<file path="config.mk">
export PLATFORM = sky130hd
export DESIGN_NAME = line_point_interpolator
export DESIGN_NICKNAME = d
export VERILOG_FILES = /design/src/hdl/lpi_pkg.sv /design/src/hdl/lpi_axis.sv /design/src/hdl/line_point_interpolator.sv
export SDC_FILE = /design/constraint.sdc
export NUM_CORES = 1
export LEC_CHECK = 0
export ABC_AREA = 1
export ABC_CLOCK_PERIOD_IN_PS = 4900
export BUFFER_PORTS_ARGS = -buffer_cell sky130_fd_sc_hd__buf_2
export CORE_MARGIN = 2
export CORE_UTILIZATION = 65
export CTS_CLUSTER_DIAMETER = 150
export DETAILED_ROUTE_END_ITERATION = 10
export PLACE_DENSITY = 0.88
export SETUP_SLACK_MARGIN = 0.4
export SYNTH_ARGS = -nofsm -noshare
export SYNTH_HDL_FRONTEND = slang
export SYNTH_SLANG_ARGS = --single-unit
</file>
<file path="constraint.sdc">
create_clock -name clk -period 4.9 [get_ports clk]
set_input_delay 0.49 -clock clk [delete_from_list [all_inputs] [get_ports clk]]
set_output_delay 0.49 -clock clk [all_outputs]
set_load 0.01 [all_outputs]
</file>
<file path="src/hdl/lpi_pkg.sv">
`default_nettype none

package lpi_pkg;

  localparam int LPI_COORD_BITS = 6;

  // per-axis stepper control
  typedef struct packed {
    logic load;
    logic init;
    logic step;
  } lpi_ax_ctl_t;

endpackage : lpi_pkg

`default_nettype wire

</file>
<file path="src/hdl/lpi_axis.sv">
`default_nettype none

module lpi_axis #(
  parameter int COORD_BITS = 6
) (
  input  wire                      clk,
  input  lpi_pkg::lpi_ax_ctl_t     ctl,
  input  wire  [COORD_BITS-1:0]    start_c,
  input  wire  [COORD_BITS-1:0]    tgt_c,
  input  wire  [COORD_BITS-1:0]    span,
  output logic [COORD_BITS-1:0]    dlt,
  output logic [COORD_BITS-1:0]    coord
);
  import lpi_pkg::*;

  logic [COORD_BITS-1:0] q_r, q_nxt;
  logic [COORD_BITS-1:0] r_r, r_nxt;
  logic [COORD_BITS-1:0] dlt_r, dlt_nxt;
  logic [COORD_BITS-1:0] dist_r, dist_nxt;
  logic                  neg_r, neg_nxt;
  logic [COORD_BITS:0]   sum;

  // remainder walk: numerator moves by the axis delta each point
  always_comb begin
    q_nxt    = q_r;
    r_nxt    = r_r;
    dlt_nxt  = dlt_r;
    dist_nxt = dist_r;
    neg_nxt  = neg_r;
    sum      = {1'b0, r_r} + {1'b0, dlt_r};
    if (ctl.load) begin
      q_nxt   = start_c;
      neg_nxt = (tgt_c < start_c);
      dlt_nxt = (tgt_c < start_c) ? (start_c - tgt_c) : (tgt_c - start_c);
    end else if (ctl.init) begin
      dist_nxt = span;
      r_nxt    = span >> 1;
    end else if (ctl.step) begin
      if (neg_r) begin
        if (r_r >= dlt_r) begin
          r_nxt = r_r - dlt_r;
        end else begin
          r_nxt = r_r + (dist_r - dlt_r);
          q_nxt = q_r - 1'b1;
        end
      end else begin
        if (sum >= {1'b0, dist_r}) begin
          r_nxt = COORD_BITS'(sum - {1'b0, dist_r});
          q_nxt = q_r + 1'b1;
        end else begin
          r_nxt = sum[COORD_BITS-1:0];
        end
      end
    end
  end

  always_ff @(posedge clk) begin
    q_r    <= q_nxt;
    r_r    <= r_nxt;
    dlt_r  <= dlt_nxt;
    dist_r <= dist_nxt;
    neg_r  <= neg_nxt;
  end

  assign dlt   = dlt_r;
  assign coord = q_r;

endmodule : lpi_axis

`default_nettype wire

</file>
<file path="src/hdl/line_point_interpolator.sv">
// line_point_interpolator
// Walks a straight line between two points on a grid and hands out every
// point along it, rounded to the nearest grid position, one item each.
// Input channel (in_valid / in_stall): start and end coordinates. The block
// stalls its input from the cycle after an item is taken until the last
// point of that line has been loaded into the output register.
// Output channel (out_valid / out_stall): point_x, point_y and last_point,
// which marks the final point. A line of dist + 1 points, dist being the
// larger axis difference, yields exactly that many items; equal points
// yield one item, the start, marked last.
// Sequence: acceptance loads the per-axis remainder steppers, the INIT
// state sets their span, then the RUN state hands out one point per
// cycle while the receiver does not stall. The first point passes the
// INIT and RUN states before it reaches the output register. A stall simply
// freezes the walk; the output register holds its item and nothing is lost.
// Reset (rst_n low at a clock edge) empties the output register and
// returns the sequencer to idle; a line in progress is dropped.
`default_nettype none

module line_point_interpolator #(
  parameter int COORD_BITS = lpi_pkg::LPI_COORD_BITS
) (
  input  wire                    clk,
  input  wire                    rst_n,
  input  wire                    in_valid,
  output logic                   in_stall,
  input  wire  [COORD_BITS-1:0]  in_start_x,
  input  wire  [COORD_BITS-1:0]  in_start_y,
  input  wire  [COORD_BITS-1:0]  in_end_x,
  input  wire  [COORD_BITS-1:0]  in_end_y,
  output logic                   out_valid,
  input  wire                    out_stall,
  output logic [COORD_BITS-1:0]  out_point_x,
  output logic [COORD_BITS-1:0]  out_point_y,
  output logic                   out_last_point
);
  import lpi_pkg::*;

  localparam logic [1:0] ST_IDLE = 2'd0;
  localparam logic [1:0] ST_INIT = 2'd1;
  localparam logic [1:0] ST_RUN  = 2'd2;

  logic [1:0]            st_r, st_nxt;
  logic [COORD_BITS-1:0] dist_r, dist_nxt;
  logic [COORD_BITS-1:0] t_r, t_nxt;
  logic                  out_valid_r, out_valid_nxt;
  logic [COORD_BITS-1:0] px_r, py_r;
  logic                  plast_r;

  logic [COORD_BITS-1:0] dlt_x, dlt_y, q_x, q_y;
  logic                  acc, emit, at_end;
  lpi_ax_ctl_t           ctl;

  assign in_stall = (st_r != ST_IDLE);
  assign acc      = in_valid && !in_stall;
  assign emit     = (st_r == ST_RUN) && (!out_valid_r || !out_stall);
  assign at_end   = (t_r == dist_r);

  assign ctl.load = acc;
  assign ctl.init = (st_r == ST_INIT);
  assign ctl.step = emit && !at_end;

  lpi_axis #(.COORD_BITS(COORD_BITS)) u_axis_x (
    .clk     (clk),
    .ctl     (ctl),
    .start_c (in_start_x),
    .tgt_c   (in_end_x),
    .span    (dist_nxt),
    .dlt     (dlt_x),
    .coord   (q_x)
  );

  lpi_axis #(.COORD_BITS(COORD_BITS)) u_axis_y (
    .clk     (clk),
    .ctl     (ctl),
    .start_c (in_start_y),
    .tgt_c   (in_end_y),
    .span    (dist_nxt),
    .dlt     (dlt_y),
    .coord   (q_y)
  );

  always_comb begin
    st_nxt        = st_r;
    dist_nxt      = dist_r;
    t_nxt         = t_r;
    out_valid_nxt = out_valid_r && out_stall;
    case (st_r)
      ST_IDLE: begin
        if (acc) begin
          st_nxt = ST_INIT;
        end
      end
      ST_INIT: begin
        dist_nxt = (dlt_x > dlt_y) ? dlt_x : dlt_y;
        t_nxt    = '0;
        st_nxt   = ST_RUN;
      end
      ST_RUN: begin
        if (emit) begin
          out_valid_nxt = 1'b1;
          t_nxt         = t_r + 1'b1;
          if (at_end) begin
            st_nxt = ST_IDLE;
          end
        end
      end
      default: begin
        st_nxt = ST_IDLE;
      end
    endcase
  end

  always_ff @(posedge clk) begin
    if (!rst_n) begin
      st_r        <= ST_IDLE;
      out_valid_r <= 1'b0;
    end else begin
      st_r        <= st_nxt;
      out_valid_r <= out_valid_nxt;
    end
  end

  always_ff @(posedge clk) begin
    dist_r <= dist_nxt;
    t_r    <= t_nxt;
    if (emit) begin
      px_r    <= q_x;
      py_r    <= q_y;
      plast_r <= at_end;
    end
  end

  assign out_valid      = out_valid_r;
  assign out_point_x    = px_r;
  assign out_point_y    = py_r;
  assign out_last_point = plast_r;

endmodule : line_point_interpolator

`default_nettype wire

</file>
# Word-level counts from Yosys, hierarchy flattened

Index checks and enable logic that the tools add are counted.
Widths: inputs -> output; s select.

Equality and inequality tests: 9
Magnitude comparators: 7
Add/sub/neg operators: 19
Muxes and demuxes: 34
Reductions and logical operators: 22
Bitwise gates (word level): 1

Operators with widths:

| kind                | number |
|---|---|
| $mux 6              | 25 |
| $sub 6x6->6         | 10 |
| $add 6x1->6 const B | 3 |
| $add 6x6->7         | 2 |
| $ge 7x6->1          | 2 |
| $add 6x6->6         | 2 |
| $ge 6x6->1          | 2 |
| $lt 6x6->1          | 2 |
| $pmux 6 s2          | 1 |
| $sub 6x1->6 const B | 2 |
| $mux 5              | 2 |
| $ne 2x2->1 const B  | 4 |
| $reduce_and 4->1    | 2 |
| $reduce_bool 2->1   | 4 |
| $eq 6x6->1          | 1 |
| $gt 6x6->1          | 1 |
| $mux 2              | 3 |
| $ne 3x3->1 const B  | 2 |
| $pmux 2 s3          | 1 |
| $reduce_and 2->1    | 3 |
| $reduce_bool 3->1   | 2 |
| $logic_and 1x1->1   | 4 |
| $logic_not 1->1     | 4 |
| $reduce_and 3->1    | 1 |
| other kinds (6)     | 7 |

Word-level logic and storage cells: 110
Output and inout bits: 15
Register bits: 72

# Longest topological paths before layout

Word-level depth: 7
Mapped depth: 22
Mapped depth without buffers: 21

# Modules after synthesis

Synthesis repeated with hierarchy kept, for this count alone.

Cell total of the unflattened synthesis: 950
Area, all modules: 7551.0 µm²

Modules (own cells, without submodules):

| module                  | cells each | area each (µm²) | times used | seq. area each (µm²) |
|---|---|---|---|---|
| lpi_axis (u_axis_x)     | 397        | 3076.7          | 1          | 750.7 |
| lpi_axis (u_axis_y)     | 397        | 3032.9          | 1          | 750.7 |
| line_point_interpolator | 156        | 1441.4          | 1          | 750.7 |

# Worst setup path before layout

No wires, ideal clock.

Kind: register -> register
From: reg u_axis_x.dlt_r[1] (netlist: u_axis_x.dlt[1])
To: reg u_axis_x.q_r[0] (netlist: u_axis_x.coord[0]), enable pin
Data required time: 4.523 ns
Arrival time: 2.788 ns
Buffers on the path: 0
Slack: 1.735 ns
Stages on the path, launching flop included: 17
Setup time: 0.377 ns
Cells stage by stage: edfxtp_1 > inv_1 > fa_1 > inv_1 > nand2_1 > nand3_1 > xor2_1 > inv_1 > ha_1 > nand2_1 > nor2_1 > nand2_1 > nand3_2 > nand2_4 > nand3_2 > nand2_2 > o21ai_0

Cells in the longest elaborated chain, start to end: 4
Elaborated cells between the ends (all ways): 6
Those cells by class: add/sub (1); order compare (2); eq/ne (1); reduce/logical (2)

Ends and longest elaborated chain:

| item                           | RTL line       | text |
|---|---|---|
| from (decl)                    | lpi_axis.sv:18 | `logic [COORD_BITS-1:0] dlt_r, dlt_nxt;` |
| from (signal assigned)         | lpi_axis.sv:60 | `dlt_r <= dlt_nxt;` |
| $add 6x6->7                    | lpi_axis.sv:30 | `sum = {1'b0, r_r} + {1'b0, dlt_r};` |
| $ge 7x6->1                     | lpi_axis.sv:47 | `if (sum >= {1'b0, dist_r}) begin` |
| $reduce_bool 3->1 (no line)    | --             |  |
| $reduce_and 4->1 (no line) (*) | --             |  |
| to (signal assigned)           | lpi_axis.sv:58 | `q_r <= q_nxt;` |
| to (decl)                      | lpi_axis.sv:16 | `logic [COORD_BITS-1:0] q_r, q_nxt;` |

Every way passes the cells marked *; elsewhere a longest branch is shown, timed or not.
A chain may end at the register's enable or synchronous reset.

# Worst setup path in the final report

From: reg u_axis_y.dlt_r[0] (netlist: u_axis_y.dlt[0])
To: reg u_axis_y.q_r[1] (netlist: u_axis_y.coord[1]), enable pin

Cells in the longest elaborated chain, start to end: 4
Elaborated cells between the ends (all ways): 6
Those cells by class: add/sub (1); order compare (2); eq/ne (1); reduce/logical (2)

Ends and longest elaborated chain:

| item                           | RTL line |
|---|---|
| from (decl)                    | lpi_axis.sv:18 |
| from (signal assigned)         | lpi_axis.sv:60 |
| $add 6x6->7                    | lpi_axis.sv:30 |
| $ge 7x6->1                     | lpi_axis.sv:47 |
| $reduce_bool 3->1 (no line)    | -- |
| $reduce_and 4->1 (no line) (*) | -- |
| to (signal assigned)           | lpi_axis.sv:58 |
| to (decl)                      | lpi_axis.sv:16 |

Marked as above.

==> results by group <==
Clock tree
  • CTS Hold Bufs: 0
  • Sink Count: just over 70
  • Setup bufs post-CTS: 0
  • H-tree Lvls: 3
  • Post-CTS Resized: 0
  • Root buffer cell: clkbuf_8
  • CTS tree: done
  • Insertion delay to the later sink of the worst-skew pair: 350 ps
  • Max clock buf depth: 2
  • Cts bufs inserted: 9
  • Clock slew at reported path FFs: approximately 80 ps

Placed design
  • Dpl hpwl: ~12 mm
  • Worst slack, placed: 1380 ps
  • Routability cong.: ~0.97
  • IO Port Bufs: 42

Finish
  • Most common cell after layout, fill and taps aside: nand2_1
  • Most frequent cells in the layout: nand2_1 (201), inv_1 (158), ha_1 (83)
  • Final net count: 1052
  • Share of layout cells above drive strength 1: 0.113
  • # diodes: 0
  • Synth-to-Final Area Change: 6.69%
  • Fillers: 776
  • Final core utilization: 0.718

Timing
  • Hold Slack: between 300 and 400 ps
  • Setup Skew: 11.4 ps
  • Slew headroom: 0.445
  • Slew Viols, Final: 0
  • Crit path time final: 3580 ps
  • Final setup margin: 1320 ps
  • Period utilization: 0.730
  • Max Freq: around 280 MHz
  • Setup_tns: 0 ps
  • Unrepaired setup endpoints after global routing: no
  • Worst-margin pin slew: slightly above 800 ps
  • Final setup viols: 0
  • Final Hold Fails: 0

Global routing
  • First-pass GRT wire length: 26.9 mm
  • Grt total ovfl: 0
  • Pin count of the biggest net entering global routing: 23
  • Total GRT Usage: 0.299
  • Vias in the first global route: 5743
  • Initial antenna violation count: 0

Critical path
  • Delay of the slowest critical-path stage: 660 ps
  • Most used cell, CP: nand2_1
  • Data required, critical path: 4880 ps
  • Slowest CP cell: o21ai_0
  • Crit Path Max Fanout: 7
  • Cell Chain, Critical Path: ha_1 > inv_1 > fa_1 > inv_1 > nand2_1 > nand3_1 > xor2_1 > inv_1 > ha_1 > nand2_1 > nor2_1 > nand2_1 > nand3_2 > nand2_4 > nand3_2 > nand2_1 > o21ai_0
  • Worst setup SP type: flop
  • Worst EP arrival: roughly 3600 ps
  • Crit path kind: flop to flop
  • R2r worst-path depth: 17
  • Reg-to-reg setup timing slack: 1320 ps
  • CP Capture Type: flop

Drt
  • Total wire length: 15.9 mm
  • Vias: 5898
  • Post-DRT Antenna Nets: 0
  • DRT Pass-1 Iters: 5
  • Initial DRC Count: 407
  • DRC: 0
  • Vias/cell: 5.56
  • DR WL/cell: between 10 and 15 um

Worst hold path
  • Min-Delay Path Class: primary input to flop
  • Hold depth: 3

Synth
  • Post-synth EDFFs: 63
  • Share of flip-flops with an asynchronous set or reset: 0
  • Post-synth top area share: 0.271
  • Yosys top cell by area: edfxtp_1
  • Seq/Total Area, Yosys: 0.297
  • Synth top area cells: edfxtp_1 (27%), ha_1 (15%), nand2_1 (11%)
  • Netlist cell types: 46
  • Warnings from Yosys: 0
  • FF+latch count, synth: 72
  • Synth Instances: 877
  • Mean Syn Cell Area: roughly 8.0 um2
  • Synthesized Nets: 1010
  • Synth Flop Type: edfxtp_1
  • Cell Area, Synth: 0.00698 mm2

Status
  • Status: completed

Die
  • Starting Density: 0.673
  • Row Count: 37
  • Die Span X: 108 um
  • Io pins: 43
  • Core Region: 0.0104 mm2
  • Die Height: 108 um
  • Die ar.: 0.0116 mm2

Flow run
  • Max-cap violations: 0

Power
  • Post-layout total power: 0.00363 W
  • Sw Share: 0.477
  • PwrDens: between 400 and 500 mW/mm2
  • Internal Dissipation: 0.00190 W
  • Worst VDD drop: 0.352 mV
  • Clock power frac: 0.118
  • Seq pwr share: 0.258
  • Combinational Power Share: 0.624
  • Sw Pwr: 0.00173 W
  • P_leak: 3.86 nW
-- worst max-delay path, delay by kind of cell, from the launching register on --
family	cells	cell delay [ps]
compound gates	1	660
flops	1	400
xor+xnor	1	150
buf+inv	3	230
simple gates	9	820
fa+ha+maj	3	940
-- per-stage QoR --
step           std cells  area [um2]
2_1_floorplan        877        6980
3_3_place_gp        1044        7270
3_5_place_dp        1044        7270
4_1_cts             1060        7440
5_1_grt             1060        7440
6_report            1060        7440
-- cells by family after synthesis --
family / synth area share
compound gates: 0.0863
buf+inv: 0.107
simple gates: 0.240
xor+xnor: 0.0577
flops: 0.297
fa+ha+maj: 0.212
-- worst paths after layout --
kind	from	endpoint
worst max-delay path	u_axis_y.dlt[0]	u_axis_y.coord[1]
worst min-delay path	rst_n	st_r[0]
worst max register to register	u_axis_y.dlt[0]	u_axis_y.coord[1]
worst min register to register	u_axis_x.coord[3]	out_point_x[3]
-- cell type report --
cell class                      count  area [um2]  share of cell area
Clock buffer                       11         141              0.0190
Sequential cell                    72        2070               0.278
Clock inverter                      5        33.8             0.00454
Inverter                          170         642              0.0862
Timing Repair Buffer               44         225              0.0303
Multi-Input combinational cell    622        4160               0.559
Tap cell                          136         170              0.0229
-- synthesized netlist by cell type, types with 8 or more instances --
master / n
nand3_1: 79
inv_2: 8
inv_1: 158
xnor2_1: 17
ha_1: 83
xor2_1: 29
nand2_1: 201
edfxtp_1: 63
dfxtp_1: 9
a21oi_1: 44
fa_1: 22
nor2_1: 39
nand4_1: 9
o21ai_0: 33
-- power groups by stage --
| stage | Sequential, W | Combinational, W | Clock, W |
|---|---|---|---|
| global placement | 0.000939 | 0.00217 | 0 |
| CTS | 0.000933 | 0.00225 | 0.000424 |
| finish | 0.000937 | 0.00227 | 0.000428 |
| global route | 0.000948 | 0.00259 | 0.000452 |
| floorplan | 0.000914 | 0.00183 | 0 |
| detailed placement | 0.000942 | 0.00223 | 0 |
-- flip-flops by register name (all words and copies together) (netlist names) --
register and count:
out_point_y 6, u_axis_y.neg_r 1, st_r 2, u_axis_y.r_r 6, out_last_point 1, u_axis_x.neg_r 1
u_axis_x.dist_r 6, u_axis_y.coord 6, u_axis_x.dlt 6, out_point_x 6, u_axis_y.dlt 6, u_axis_x.coord 6
out_valid 1, dist_r 6, u_axis_x.r_r 6, t_r 6
-- metal layers --
layer / track usage / vias up / wire length [um]
met5: 0 / - / 0
met4: 0.117 / 0 / 633
met3: 0.0569 / 48 / 1250
met2: 0.503 / 250 / 7470
met1: 0.380 / 2688 / 6530
li1: - / 2912 / -
Power figures use the tool's default switching activity.
